`src/design/serial_packet_deframer_crc8_defines.svh`:
```
// Assertion macros shared by the deframer RTL.
`ifndef SERIAL_PACKET_DEFRAMER_CRC8_DEFINES_SVH
`define SERIAL_PACKET_DEFRAMER_CRC8_DEFINES_SVH

// Same-cycle implication, disabled during reset.
`define SPDC8_ASSERT_NOW(label, clk, rst, ante, cons, msg) \
   label: assert property (@(posedge clk) disable iff (rst) (ante) |-> (cons)) \
      else $error(msg);

// Next-cycle implication, disabled during reset.
`define SPDC8_ASSERT_NEXT(label, clk, rst, ante, cons, msg) \
   label: assert property (@(posedge clk) disable iff (rst) (ante) |=> (cons)) \
      else $error(msg);

`endif

```
`src/design/spdc8_pkg.sv`:
```
// Shared constants, types and the CRC-8 step for the serial packet deframer.
package spdc8_pkg;

   localparam int BODY_LIMIT_DEFAULT = 64;

   localparam logic [7:0] SYNC_BYTE      = 8'h55;
   localparam logic [7:0] CRC_POLY       = 8'h07;
   localparam logic [7:0] TYPE_RADIO_ADV = 8'h0A;
   localparam logic [7:0] ORG_TEACH      = 8'h62;
   localparam logic [7:0] ORG_RPS        = 8'h20;
   localparam logic [7:0] ORG_4BS        = 8'h22;
   localparam logic [3:0] RPS_DATA_MASK  = 4'hF;

   localparam int LEAD_DEPTH = 11;
   localparam int LEAD_IW    = $clog2(LEAD_DEPTH);
   localparam int HDR_DEPTH  = 4;

   // Deframer phase, one-hot
   typedef enum logic [2:0] {
      PH_HUNT   = 3'b001,
      PH_HEADER = 3'b010,
      PH_BODY   = 3'b100
   } phase_type;

   // One result word
   typedef struct packed {
      logic [7:0]  packet_type;
      logic [15:0] data_length;
      logic [7:0]  optional_length;
      logic        body_crc_ok;
      logic        radio_valid;
      logic [7:0]  radio_org;
      logic [31:0] sender_id;
      logic [31:0] payload_word;
      logic        repeat_bit;
   } rsp_word_type;

   // CRC-8, poly 0x07, MSB first, one byte
   function automatic logic [7:0] crc8_step(input logic [7:0] crc, input logic [7:0] b);
      logic [7:0] c;
      c = crc ^ b;
      for (int i = 0; i < 8; i++) begin
         c = c[7] ? ((c << 1) ^ CRC_POLY) : (c << 1);
      end
      return c;
   endfunction

endpackage

```
`src/design/spdc8_intf.sv`:
```
// Valid/ready channel interfaces for the deframer's byte input and result output.
interface spdc8_req_if;
   logic       valid;
   logic       ready;
   logic [7:0] rx_byte;

   modport source (output valid, output rx_byte, input ready);
   modport sink   (input valid, input rx_byte, output ready);
endinterface

interface spdc8_rsp_if;
   logic        valid;
   logic        ready;
   logic [7:0]  packet_type;
   logic [15:0] data_length;
   logic [7:0]  optional_length;
   logic        body_crc_ok;
   logic        radio_valid;
   logic [7:0]  radio_org;
   logic [31:0] sender_id;
   logic [31:0] payload_word;
   logic        repeat_bit;

   modport source (output valid, output packet_type, output data_length,
                   output optional_length, output body_crc_ok, output radio_valid,
                   output radio_org, output sender_id, output payload_word,
                   output repeat_bit, input ready);
   modport sink   (input valid, input packet_type, input data_length,
                   input optional_length, input body_crc_ok, input radio_valid,
                   input radio_org, input sender_id, input payload_word,
                   input repeat_bit, output ready);
endinterface

```
`src/design/serial_packet_deframer_crc8.sv`:
```
// Serial packet deframer: sync hunt, CRC-8 checked header and body, radio field decode.
//
//  Channel   Dir  Word                      Handshake
//  req_chan  in   rx_byte (8)               valid/ready
//  rsp_chan  out  header fields, CRC flag,  valid/ready
//                 decoded radio fields
//
// One byte is taken every cycle unless the skid entry is full; each byte is handled in
// the cycle it is accepted, and the result of a packet's last body byte is registered.
// Two result words can be held (output register plus a skid entry); req_chan.ready
// drops only while the skid entry is full, i.e. when the result side stalls.
// Synchronous active-high reset returns to sync hunting with both result slots empty.
`include "serial_packet_deframer_crc8_defines.svh"

module serial_packet_deframer_crc8 #(
   parameter int BODY_LIMIT = spdc8_pkg::BODY_LIMIT_DEFAULT
) (
   input  logic              clock,
   input  logic              reset,
   spdc8_req_if.sink         req_chan,
   spdc8_rsp_if.source       rsp_chan
);
   import spdc8_pkg::*;

   localparam int IDX_W = $clog2(BODY_LIMIT);
   localparam int TGT_W = $clog2(BODY_LIMIT + 1);
   localparam int SUM_W = 18;

   // Framing state
   phase_type        phase_ff, phase_in;
   logic [2:0]       hidx_ff, hidx_in;
   logic [7:0]       hdr_ff [HDR_DEPTH];
   logic [7:0]       hdr_in [HDR_DEPTH];
   logic [7:0]       crc_ff, crc_in;
   logic [IDX_W-1:0] bidx_ff, bidx_in;
   logic [TGT_W-1:0] btgt_ff, btgt_in;
   logic [7:0]       lead_ff [LEAD_DEPTH];
   logic [7:0]       lead_in [LEAD_DEPTH];

   // Result buffer: output register plus skid entry
   rsp_word_type     out_ff, out_in;
   logic             out_vld_ff, out_vld_in;
   rsp_word_type     skid_ff, skid_in;
   logic             skid_vld_ff, skid_vld_in;

   logic             req_accept;
   logic             rsp_pop;
   logic             push;
   logic [7:0]       b;
   logic [TGT_W-1:0] bidx_p1;
   logic [SUM_W-1:0] len_sum;
   rsp_word_type     new_word;

   assign b          = req_chan.rx_byte;
   assign req_chan.ready = ~skid_vld_ff;
   assign req_accept = req_chan.valid & ~skid_vld_ff;
   assign rsp_pop    = out_vld_ff & rsp_chan.ready;

   assign bidx_p1 = TGT_W'(bidx_ff) + TGT_W'(1);
   assign len_sum = SUM_W'({hdr_ff[0], hdr_ff[1]}) + SUM_W'(hdr_ff[2]) + SUM_W'(1);

   // Per-byte framing step
   always_comb begin
      phase_in = phase_ff;
      hidx_in  = hidx_ff;
      hdr_in   = hdr_ff;
      crc_in   = crc_ff;
      bidx_in  = bidx_ff;
      btgt_in  = btgt_ff;
      lead_in  = lead_ff;
      push     = 1'b0;
      if (req_accept) begin
         case (phase_ff)
            PH_HEADER: begin
               if (hidx_ff < 3'd4) begin
                  hdr_in[hidx_ff[1:0]] = b;
                  crc_in  = crc8_step(crc_ff, b);
                  hidx_in = hidx_ff + 3'd1;
               end else if (b != crc_ff) begin
                  // header CRC mismatch: back to hunting, silently
                  phase_in = PH_HUNT;
                  hidx_in  = 3'd0;
               end else begin
                  if (len_sum > SUM_W'(BODY_LIMIT)) begin
                     btgt_in = TGT_W'(BODY_LIMIT);
                  end else begin
                     btgt_in = len_sum[TGT_W-1:0];
                  end
                  bidx_in  = '0;
                  crc_in   = 8'h00;
                  phase_in = PH_BODY;
               end
            end
            PH_BODY: begin
               if (bidx_ff < IDX_W'(LEAD_DEPTH)) begin
                  lead_in[bidx_ff[LEAD_IW-1:0]] = b;
               end
               if (bidx_p1 < btgt_ff) begin
                  crc_in  = crc8_step(crc_ff, b);
                  bidx_in = bidx_ff + IDX_W'(1);
               end else begin
                  push     = 1'b1;
                  phase_in = PH_HUNT;
                  hidx_in  = 3'd0;
                  bidx_in  = '0;
                  crc_in   = 8'h00;
               end
            end
            default: begin
               // hunting; any other code acts the same
               if (b == SYNC_BYTE) begin
                  phase_in = PH_HEADER;
                  hidx_in  = 3'd0;
                  crc_in   = 8'h00;
                  for (int i = 0; i < HDR_DEPTH; i++) hdr_in[i] = 8'h00;
                  for (int i = 0; i < LEAD_DEPTH; i++) lead_in[i] = 8'h00;
               end else begin
                  phase_in = PH_HUNT;
               end
            end
         endcase
      end
   end

   // Result word assembly from header and leading body bytes
   always_comb begin
      new_word                 = '0;
      new_word.packet_type     = hdr_ff[3];
      new_word.data_length     = {hdr_ff[0], hdr_ff[1]};
      new_word.optional_length = hdr_ff[2];
      new_word.body_crc_ok     = (b == crc_ff);
      if (hdr_ff[3] == TYPE_RADIO_ADV) begin
         new_word.radio_valid = 1'b1;
         new_word.radio_org   = lead_in[0];
         case (lead_in[0])
            ORG_TEACH: begin
               new_word.sender_id    = {lead_in[3], lead_in[4], lead_in[5], lead_in[6]};
               new_word.payload_word = {lead_in[7], lead_in[8], lead_in[9], lead_in[10]};
            end
            ORG_4BS: begin
               new_word.sender_id    = {lead_in[1], lead_in[2], lead_in[3], lead_in[4]};
               new_word.payload_word = {lead_in[5], lead_in[6], lead_in[7], lead_in[8]};
            end
            ORG_RPS: begin
               new_word.sender_id    = {lead_in[1], lead_in[2], lead_in[3], lead_in[4]};
               new_word.payload_word = {4'h0, lead_in[5][3:0] & RPS_DATA_MASK, 24'h0};
               new_word.repeat_bit   = lead_in[5][7];
            end
            default: begin
               new_word.sender_id    = {lead_in[1], lead_in[2], lead_in[3], lead_in[4]};
            end
         endcase
      end
   end

   // Output register and skid entry
   always_comb begin
      out_in      = out_ff;
      out_vld_in  = out_vld_ff;
      skid_in     = skid_ff;
      skid_vld_in = skid_vld_ff;
      if (skid_vld_ff) begin
         if (rsp_pop) begin
            out_in      = skid_ff;
            skid_vld_in = 1'b0;
         end
      end else if (push) begin
         if (out_vld_ff && !rsp_pop) begin
            skid_in     = new_word;
            skid_vld_in = 1'b1;
         end else begin
            out_in     = new_word;
            out_vld_in = 1'b1;
         end
      end else if (rsp_pop) begin
         out_vld_in = 1'b0;
      end
   end

   // Control registers
   always_ff @(posedge clock) begin
      if (reset) begin
         phase_ff    <= PH_HUNT;
         hidx_ff     <= 3'd0;
         crc_ff      <= 8'h00;
         bidx_ff     <= '0;
         btgt_ff     <= '0;
         out_vld_ff  <= 1'b0;
         skid_vld_ff <= 1'b0;
      end else begin
         phase_ff    <= phase_in;
         hidx_ff     <= hidx_in;
         crc_ff      <= crc_in;
         bidx_ff     <= bidx_in;
         btgt_ff     <= btgt_in;
         out_vld_ff  <= out_vld_in;
         skid_vld_ff <= skid_vld_in;
      end
   end

   // Payload registers
   always_ff @(posedge clock) begin
      hdr_ff  <= hdr_in;
      lead_ff <= lead_in;
      out_ff  <= out_in;
      skid_ff <= skid_in;
   end

   assign rsp_chan.valid           = out_vld_ff;
   assign rsp_chan.packet_type     = out_ff.packet_type;
   assign rsp_chan.data_length     = out_ff.data_length;
   assign rsp_chan.optional_length = out_ff.optional_length;
   assign rsp_chan.body_crc_ok     = out_ff.body_crc_ok;
   assign rsp_chan.radio_valid     = out_ff.radio_valid;
   assign rsp_chan.radio_org       = out_ff.radio_org;
   assign rsp_chan.sender_id       = out_ff.sender_id;
   assign rsp_chan.payload_word    = out_ff.payload_word;
   assign rsp_chan.repeat_bit      = out_ff.repeat_bit;

   // Checks
   `SPDC8_ASSERT_NOW(a_skid_needs_out, clock, reset, skid_vld_ff, out_vld_ff, "skid word held while output register empty")
   `SPDC8_ASSERT_NOW(a_body_index_range, clock, reset, phase_ff == PH_BODY, (bidx_p1 <= btgt_ff) && (btgt_ff != '0), "body index outside packet body")
   `SPDC8_ASSERT_NOW(a_push_from_body, clock, reset, push, phase_ff == PH_BODY, "result produced outside body phase")
   `SPDC8_ASSERT_NEXT(a_hunt_after_result, clock, reset, push, (phase_ff == PH_HUNT) && out_vld_ff, "no hunt or no result after final body byte")

endmodule

```
`src/flat_wrapper.sv`:
```
// flat-port wrapper written by rule: the top's interface ports become plain ports
module serial_packet_deframer_crc8_flat import spdc8_pkg::*;
#(
   parameter int BODY_LIMIT = spdc8_pkg::BODY_LIMIT_DEFAULT
)
  (clock, reset, req_chan_valid, req_chan_rx_byte, req_chan_ready, rsp_chan_valid, rsp_chan_packet_type, rsp_chan_data_length, rsp_chan_optional_length, rsp_chan_body_crc_ok, rsp_chan_radio_valid, rsp_chan_radio_org, rsp_chan_sender_id, rsp_chan_payload_word, rsp_chan_repeat_bit, rsp_chan_ready);
  spdc8_req_if req_chan_i ();
  spdc8_rsp_if rsp_chan_i ();
  input  logic clock;
  input  logic reset;
  input wire logic [$bits(req_chan_i.valid)-1:0] req_chan_valid;
  input wire logic [$bits(req_chan_i.rx_byte)-1:0] req_chan_rx_byte;
  output wire logic [$bits(req_chan_i.ready)-1:0] req_chan_ready;
  output wire logic [$bits(rsp_chan_i.valid)-1:0] rsp_chan_valid;
  output wire logic [$bits(rsp_chan_i.packet_type)-1:0] rsp_chan_packet_type;
  output wire logic [$bits(rsp_chan_i.data_length)-1:0] rsp_chan_data_length;
  output wire logic [$bits(rsp_chan_i.optional_length)-1:0] rsp_chan_optional_length;
  output wire logic [$bits(rsp_chan_i.body_crc_ok)-1:0] rsp_chan_body_crc_ok;
  output wire logic [$bits(rsp_chan_i.radio_valid)-1:0] rsp_chan_radio_valid;
  output wire logic [$bits(rsp_chan_i.radio_org)-1:0] rsp_chan_radio_org;
  output wire logic [$bits(rsp_chan_i.sender_id)-1:0] rsp_chan_sender_id;
  output wire logic [$bits(rsp_chan_i.payload_word)-1:0] rsp_chan_payload_word;
  output wire logic [$bits(rsp_chan_i.repeat_bit)-1:0] rsp_chan_repeat_bit;
  input wire logic [$bits(rsp_chan_i.ready)-1:0] rsp_chan_ready;
  assign req_chan_i.valid = req_chan_valid;
  assign req_chan_i.rx_byte = req_chan_rx_byte;
  assign req_chan_ready = req_chan_i.ready;
  assign rsp_chan_valid = rsp_chan_i.valid;
  assign rsp_chan_packet_type = rsp_chan_i.packet_type;
  assign rsp_chan_data_length = rsp_chan_i.data_length;
  assign rsp_chan_optional_length = rsp_chan_i.optional_length;
  assign rsp_chan_body_crc_ok = rsp_chan_i.body_crc_ok;
  assign rsp_chan_radio_valid = rsp_chan_i.radio_valid;
  assign rsp_chan_radio_org = rsp_chan_i.radio_org;
  assign rsp_chan_sender_id = rsp_chan_i.sender_id;
  assign rsp_chan_payload_word = rsp_chan_i.payload_word;
  assign rsp_chan_repeat_bit = rsp_chan_i.repeat_bit;
  assign rsp_chan_i.ready = rsp_chan_ready;
  serial_packet_deframer_crc8 #(.BODY_LIMIT(BODY_LIMIT)) u_core (.clock(clock), .reset(reset), .req_chan(req_chan_i), .rsp_chan(rsp_chan_i));
endmodule
```
`config.mk`:
```
export PLATFORM = sky130hd
export DESIGN_NAME = serial_packet_deframer_crc8_flat
export DESIGN_NICKNAME = d
export VERILOG_FILES = /design/src/design/spdc8_pkg.sv /design/src/design/spdc8_intf.sv /design/src/design/serial_packet_deframer_crc8.sv /design/src/flat_wrapper.sv
export VERILOG_INCLUDE_DIRS = /design/src /design/src/design
export SDC_FILE = /design/constraint.sdc
export NUM_CORES = 1
export LEC_CHECK = 0
export BUFFER_PORTS_ARGS = -buffer_cell sky130_fd_sc_hd__buf_4
export CAP_MARGIN = 20
export CORE_MARGIN = 2
export CORE_UTILIZATION = 55
export CTS_CLUSTER_DIAMETER = 150
export DETAILED_ROUTE_END_ITERATION = 8
export GPL_ROUTABILITY_DRIVEN = 1
export PLACE_DENSITY = 0.71
export SLEW_MARGIN = 25
export SYNTH_ARGS = -nofsm -noshare
export SYNTH_HDL_FRONTEND = slang
export SYNTH_SLANG_ARGS = --single-unit
```
`constraint.sdc`:
```
create_clock -name clock -period 12.9 [get_ports clock]
set_input_delay 1.29 -clock clock [delete_from_list [all_inputs] [get_ports clock]]
set_output_delay 1.29 -clock clock [all_outputs]
set_load 0.05 [all_outputs]
```
After elaboration in Yosys (flattened, before gate mapping)

Index checks and enable logic that the tools add are counted.

Register bits after elaboration: 363
Latch bits: 0
Bits in writable memories: 0
ROM bits: 0
Bits of input ports: 12
Logic and storage cells: 165
Memories: 0

Add/sub/neg operators: 5
Multiply operators: 0
Divide/modulo/power cells: 0
Magnitude comparators: 8
Equality and inequality tests: 18
Shifts and indexed selects: 0
Muxes and demuxes: 59
Bitwise gates (word level): 17
Reductions and logical operators: 18

Operators by type and width:

| cell                    | count |
|---|---|
| $mux W107               | 4 |
| $mux W88                | 3 |
| $pmux W88 S2            | 1 |
| $mux W32                | 3 |
| $pmux W32 S3            | 1 |
| $bwmux W88              | 1 |
| $mux W74                | 1 |
| $pmux W32 S2            | 1 |
| $mux W8                 | 6 |
| $mux W3                 | 15 |
| $bwmux W32              | 1 |
| $demux W8 S4            | 1 |
| $not A3 Y3              | 8 |
| $add A18 B1 Y18 const B | 1 |
| $gt A18 B7 Y1 const B   | 1 |
| $mux W6                 | 3 |
| $add A16 B8 Y17         | 1 |
| $demux W8 S2            | 1 |
| $eq A8 B6 Y1 const B    | 2 |
| $eq A8 B7 Y1 const B    | 2 |
| $pmux W8 S2             | 1 |
| $reduce_and A4 Y1       | 4 |
| $reduce_and A3 Y1       | 5 |
| $pmux W3 S2             | 2 |
| 32 further kinds        | 56 |

Logic depth before layout (Yosys ltp)

Gate-level depths: netlist of the first run.

Depth in word-level cells: 19
Depth in mapped cells: 13
Gate-level depth less buffers: 12

Worst setup path before layout of the first run

Ideal clock, no wire load.

Kind: input-to-reg
Start: input port req_chan_valid
End: register u_core.skid_ff[0] (netlist name), enable pin
Setup time: 0.729 ns
Data arrival time: 9.876 ns
Data required time: 12.171 ns
Path slack: 2.295 ns
Stages on the path: 6
Buffers on the path: 2
Cell sequence: nand2b_1 buf_2 nor2_4 buf_1 nand2_1 nor3b_1

Cells in the longest elaborated chain, start to end: 3

RTL lines:

| what                               | RTL line                           | source |
|---|---|---|
| start, declared                    | flat_wrapper.sv:11                 | `input wire logic [$bits(req_chan_i.valid)-1:0] req_chan_valid;` |
| $and A1 B1 Y1                      | serial_packet_deframer_crc8.sv:56  | `assign req_accept = req_chan.valid & ~skid_vld_ff;` |
| $mux W1                            | serial_packet_deframer_crc8.sv:72  | `if (req_accept) begin` |
| $reduce_and A3 Y1 (no source line) | --                                 |  |
| end signal, assigned               | serial_packet_deframer_crc8.sv:206 | `skid_ff <= skid_in;` |
| end, declared                      | serial_packet_deframer_crc8.sv:43  | `rsp_word_type skid_ff, skid_in;` |

No other way between the ends.
A chain may end at the register's enable or synchronous reset.

==> impl_results.md, run 1 <==
- Status: complete, no violations
- Top_reg_cell synth: edfxtp_1
- Simple-gate share of the synthesized area: 11.0%
- Rows: 63
- Residual DRC count: 0
- Share of the synthesized area in the top cell type: 45.3%
- CP Buf/Inv Count: 2
- Post-route cell area: 18,600 sq um
- Critical path, cell by cell: buf_4 > nand2b_1 > nor2_4 > and3_1 > a22oi_1 > nand4bb_4 > a21oi_4 > buf_4 > and2b_2 > a22oi_1 > o21ai_1
- Skew-Pair Late Insertion Delay: 530 ps
- DP HPWL: 24.5 mm
- Core ar.: 29,400 sq um
- Relative slew slack: 31.6%
- Critical path data required time: 13,250 ps
- CTS Buf Count: 38
- Input/output buffers: 120
- Crit path DAT: 5120 ps
- Routed via count: 11,400
- FF-to-FF setup slack: 8320 ps
- GRT met3 Usage: 4.07%
- Fin cells: 1,914
- Synth Instances: 1,411
- Hold EP: u_core.lead_ff[70]
- Adder-cell share of the synthesized area: 2.20%
- Share of cells above drive strength 1: 17.5%
- Reg2Reg Launch Point: u_core.skid_vld_ff
- Initial core utilization: 55.4%
- Yosys top cell by area: edfxtp_1
- Fin. Hold Viols: 0
- Vias in the first global route: 10,700
- Vias/cell: 5.96
- Fin crit share: 36.9%
- Hold crit path type: reg2reg
- Max-Cap Viols: 0
- Synth Net Count: 1,451
- Register area share after synthesis: 59.7%
- Synthesized flop and latch total: 363
- Reg2reg end: u_core.rsp_chan.payload_word[29]
- CTS clock-pin slew for the worst setup and hold paths: 60 ps
- Worst hold stages: 2
- H-tree levels: 2
- Nets: 1,535
- Synth area leaders: edfxtp_1 45%, dfxtp_1 14%, nand2_1 3.5%, mux2i_1 2.9%, o21ai_0 2.9%
- Initial DRC count: 1,286
- Drt first pass iters: 6
- Setup CP Type: in2reg
- CP Capture Type: flip-flop
- Placed Cells: 1,844
- Synthesis-to-layout area growth: 14.4%
- Family with the most delay on the worst path: simple AND/OR/NAND/NOR gates
- Total GRT Usage: 24.7%
- Min Tclk post-route: 4770 ps
- # diodes: 0
- Netlist cell types: 85
- Post-CTS Setup Bufs: 0
- CP Max Fanout: 73
- Mux share of post-synthesis cell area: 5.78%
- Mapped cell area: 16,300 sq um
- RSZ-0062 raised after global routing: no
- Die Span Y: 176 um
- Leak pwr: 6.38 nW
- Final wirelength: 38.9 mm
- Synth Area per Inst: 11.5 sq um
- Clk buf depth: 3
- Overflow after GRT: 0
- Crit path largest cell delay: 720 ps
- Synth Area in XOR/XNOR: 2.36%
- Die ar.: 31,000 sq um
- Fin Hold WS: 455 ps
- Most Used Layer, Global Route: met2
- Fillcell total: 2,343
- CTS tree: built
- Slowest CP cell: and2b_2
- Max-slew violations: 0
- Setup TNS: 0 ps
- Worst VDD drop: 97.6 uV
- Pwr dens: 125 nW/um^2
- Clk sinks: 363
- Avg WL per Cell: 20.3 um
- Die width: 176 um
- Largest net degree at the start of global routing: 100
- CTS root buf: clkbuf_16
- Max Freq: 0.210 GHz
- Crit path launch type: input pin
- Post-synth ARST share: 0%
- Setup-failing EPs final: 0
- Antenna Violating Nets Remaining: 0
- Cts hold-fix bufs: 0
- First-pass GRT wire length: 60.5 mm
- Post-synth EDFFs: 246
- Main combinational cell family by area after synthesis: compound AO/OA/AOI/OAI gates
- Worst Reg-to-Reg Cells: 10
- Placed cell areas: 17,400 sq um
- Ports: 121
- Worst Hold Launch: u_core.lead_ff[70]
- Post-CTS resize count: 0
- Met2 Use GR: 38.1%
- Setup Skew: 13.5 ps
- Synth warn: 0
- Initial antenna violation count: 0
- M1 GR Usage: 37.2%
- Compound-Gate Fraction of Synth Area: 15.4%
- Routability cong.: 0.892
- Least-Margin Pin Slew: 1030 ps
## layout by cell type (no fill, tap or decap), types with 47 or more instances in the layout
master    instances
mux2i_1          48
inv_1            47
nand2_1         150
a21oi_1          56
edfxtp_1        246
a22o_1           52
buf_4           131
nor2_1          119
o21ai_0          94
dfxtp_1         116
## final cells by class
cell class / instances / area, sq um / share of cell area, %
flip-flops and latches: 363 / 9730 / 52.2
repair buffers: 133 / 1010 / 5.44
well taps: 390 / 488 / 2.62
clock buffers: 61 / 1150 / 6.16
multi-input cells: 910 / 6020 / 32.3
clock inverters: 8 / 56.3 / 0.302
inverters: 49 / 184 / 0.987
## Yosys cell counts (12+ instances only)
master,n
a21oi_1,56
a22o_1,52
a22oi_1,35
a32o_1,19
and2_1,12
buf_2,15
clkbuf_1,53
dfxtp_1,117
edfxtp_1,246
ha_1,27
inv_1,47
mux2_2,41
mux2i_1,48
nand2_1,151
nand3_1,26
nor2_1,119
o21a_1,15
o21ai_0,94
o21ai_1,39
xnor2_1,25
xor2_1,17
## sequential cells by signal (all words and copies together), names as in the netlist, 6 cells and up
signal	cells
u_core.lead_ff	88
u_core.hdr_ff	32
u_core.rsp_chan.optional_length	8
u_core.btgt_ff	7
u_core.crc_ff	8
u_core.rsp_chan.packet_type	8
u_core.rsp_chan.data_length	16
u_core.skid_ff	107
u_core.bidx_ff	6
u_core.rsp_chan.sender_id	32
u_core.rsp_chan.radio_org	8
u_core.rsp_chan.payload_word	32
## cells by family after synthesis
kind of cell / count (synthesis)
xor+xnor: 43
simple gates: 378
fa+ha+maj: 28
buf+inv: 138
mux: 89
flops: 363
compound gates: 372
## worst max-delay path by stage
stage                         startpoint                          endpoint  slack (ps)  cells past startpoint
after detailed placement  req_chan_valid  u_core.rsp_chan.payload_word[29]        7710                     11
final                     req_chan_valid  u_core.rsp_chan.payload_word[29]        8130                     11
after global routing      req_chan_valid   u_core.rsp_chan.payload_word[6]        7900                     11
after CTS                 req_chan_valid  u_core.rsp_chan.payload_word[29]        8240                     11
after global placement    req_chan_valid  u_core.rsp_chan.payload_word[27]        7540                     11
after floorplan           req_chan_valid                 u_core.skid_ff[0]        2300                      6
## where the power goes
part	switching (W)	total, W	leakage (nW)	internal (W)
sequential	0.00000292	0.00123	3.03	0.00123
clock	0.000438	0.00105	0.594	0.000613
combinational	0.0000300	0.0000443	2.76	0.0000143
total	0.000471	0.00233	6.38	0.00186
## metrics by stage
| step | utilization (%) | setup WS [ps] | power, W |
|---|---|---|---|
| finish | 63.4 | 8130 | 0.00233 |
| CTS | 63.3 | 8240 | 0.00235 |
| detailed placement | 59.2 | 7710 | 0.00130 |
| global placement | 59.2 | 7540 | 0.00130 |
| floorplan | - | 2300 | 0.00129 |
| global route | 63.4 | 7900 | 0.00240 |
## worst reg2reg max path, stage by stage, from the launching register on
cell       delay [ps]
dfxtp_4           490
nand2b_1          600
nor2_4            520
and3_1            460
a22oi_1           190
nand4bb_4         280
a21oi_4           150
buf_4             680
and2b_2           720
a22oi_1           160
o21ai_1           160
## layer usage
| metal | vias up | wire length [um] |
|---|---|---|
| met5 | - | 0 |
| met4 | 0 | 593 |
| met3 | 50 | 2800 |
| met2 | 435 | 17500 |
| met1 | 5556 | 18000 |
| li1 | 5373 | - |
Note: power is estimated with default switching activity, not from simulation.
==> inputs of run 2 (changes only) <==
==> constraint.sdc (replaced) <==
create_clock -name clock -period 4.9 [get_ports clock]
set_input_delay 0.49 -clock clock [delete_from_list [all_inputs] [get_ports clock]]
set_output_delay 0.49 -clock clock [all_outputs]
set_load 0.05 [all_outputs]
==> impl_results.md, run 2 (synthesis gave the netlist of run 1 again) <==
- Status: complete, no violations
- Nets: 1,537 (+0.13%)
- CTS root buf: clkbuf_16
- Vias in the first global route: 11,100 (+3.4%)
- Crit path launch type: flip-flop
- Setup Skew: 25.7 ps (+12.3 ps)
- Initial antenna violation count: 0 (unchanged)
- CP Max Fanout: 51 (-30%)
- CTS tree: built
- H-tree levels: 2 (unchanged)
- Ports: 121 (unchanged)
- Routability cong.: 0.823 (-7.7%)
- Die width: 176 um (unchanged)
- Largest Register: u_core.skid_ff
- Setup-failing EPs final: 0 (unchanged)
- Initial DRC count: 1,289 (+0.23%)
- Fin. Hold Viols: 0 (unchanged)
- Placed cell areas: 17,500 sq um (+0.55%)
- Drt first pass iters: 5 (-1)
- CTS Buf Count: 38 (unchanged)
- Post-route cell area: 18,700 sq um (about the same)
- Overflow after GRT: 0 (unchanged)
- Critical path, cell by cell: or3b_2 > nor2_4 > and3_1 > a22oi_1 > nand4bb_4 > a21oi_4 > buf_4 > mux2i_1 > o21ai_1
- Pwr Total: 0.00608 W (+160%)
- CTS clock-pin slew for the worst setup and hold paths: 60 ps (about the same)
- Pwr dens: 326 nW/um^2 (+160%)
- Routed via count: 11,400 (+0.16%)
- Residual DRC count: 0 (unchanged)
- Clk buf depth: 3 (unchanged)
- DP HPWL: 24.4 mm (-0.30%)
- Total GRT Usage: 25.4% (+0.65 points)
- Max-Cap Viols: 0 (unchanged)
- Max FFs per register: 107 (unchanged)
- Share of cells above drive strength 1: 18.1% (+0.55 points)
- M1 GR Usage: 38.1% (+0.87 points)
- Min Tclk post-route: 3860 ps
- Final WS setup: 1040 ps (-7090 ps)
- Biggest regs: u_core.skid_ff (107), u_core.lead_ff (88)
- # diodes: 0 (unchanged)
- Dpl ws: 1050 ps (-6660 ps)
- Leak pwr: 6.39 nW (about the same)
- Largest net degree at the start of global routing: 88 (-12%)
- GRT met3 Usage: 3.85% (-0.22 points)
- Antenna Violating Nets Remaining: 0 (unchanged)
- Cts hold-fix bufs: 0 (unchanged)
- Fillcell total: 2,260 (-3.5%)
- Commonest non-fill, non-tap cell in the layout: edfxtp_1
- Commonest cells after routing, fill and taps aside: 246 x edfxtp_1, 150 x nand2_1, 133 x buf_4, 119 x nor2_1, 114 x dfxtp_1
- Skew-Pair Late Insertion Delay: 530 ps (about the same)
- Worst VDD drop: 240 uV (+150%)
- CP Capture Type: flip-flop
- Final wirelength: 38.9 mm (-0.15%)
- Max-slew violations: 0 (unchanged)
- Synthesis-to-layout area growth: 14.6% (about the same)
- Met2 Use GR: 38.6% (+0.54 points)
- First-pass GRT wire length: 61.9 mm (+2.3%)
- RSZ-0062 raised after global routing: no
- Critical path data required time: 5170 ps (-8080 ps)
- Crit path DAT: 4120 ps (-1000 ps)
- Fin crit share: 78.7%
- Relative slew slack: 36.9% (+5.3 points)
- Die Span Y: 176 um (unchanged)
- Least-Margin Pin Slew: 937 ps (-88.5 ps)
- Initial core utilization: 55.4% (unchanged)
- Crit path largest cell delay: 700 ps (-20 ps)
- Setup CP Type: reg2reg
- CP Buf/Inv Count: 1 (-1)
- Max Freq: 0.259 GHz
- Seq. cell area: 9740 sq um (about the same)
- Area of the multi-input gates: 6050 sq um (+0.52%)
- Clk sinks: 363 (unchanged)
- Post-CTS resize count: 0 (unchanged)
- Core ar.: 29,400 sq um (unchanged)
- Avg WL per Cell: 20.3 um (-0.31%)
- Input/output buffers: 120 (unchanged)
- Slowest CP cell: or3b_2
- Die ar.: 31,000 sq um (unchanged)
- Rows: 63 (unchanged)
- Family with the most delay on the worst path: simple AND/OR/NAND/NOR gates
- Post-CTS Setup Bufs: 0 (unchanged)
- Vias/cell: 5.96 (about the same)
- Hold crit path type: in2reg
- Most Used Layer, Global Route: met2
==> run 2: power breakdown <==
part	total, W	internal (W)	switching, W
Sequential	0.00325	0.00324	0.00000729
Clock	0.00271	0.00153	0.00118
Combinational	0.000120	0.0000381	0.0000815
==> run 2: cell type report <==
| cell class | count | area share [%] |
|---|---|---|
| Clock inverter | 13 | 0.463 |
| Multi-Input combinational cell | 910 | 32.4 |
| Inverter | 49 | 0.986 |
| Clock buffer | 57 | 5.75 |
| Tap cell | 390 | 2.61 |
| Sequential cell | 363 | 52.2 |
| Timing Repair Buffer | 135 | 5.56 |
==> run 2: metal layers <==
metal  routed length, um  share of wire (%)
met1               18200                 47
met2               17100                 44
met3                2680                6.9
met4                 856                2.2
met5                   0                  0
==> run 2: metrics by stage <==
stage	util, %	setup TNS [ps]	hold slack, ps	instances
final	63.5	0	348	1917
after detailed placement	59.5	0	446	1847
after floorplan	-	-35630	417	1411
after global placement	59.5	0	444	1847
after global routing	63.5	0	358	1917
after CTS	63.5	0	332	1917
==> run 2: worst paths after layout <==
path                       from                             to  slack (ps)  cells past startpoint
max          u_core.phase_ff[2]  u_core.rsp_chan.sender_id[11]        1040                      9
min                       reset               u_core.crc_ff[1]         350                      2
max reg2reg  u_core.phase_ff[2]  u_core.rsp_chan.sender_id[11]        1040                      9
min reg2reg   u_core.btgt_ff[5]              u_core.btgt_ff[5]         450                      2
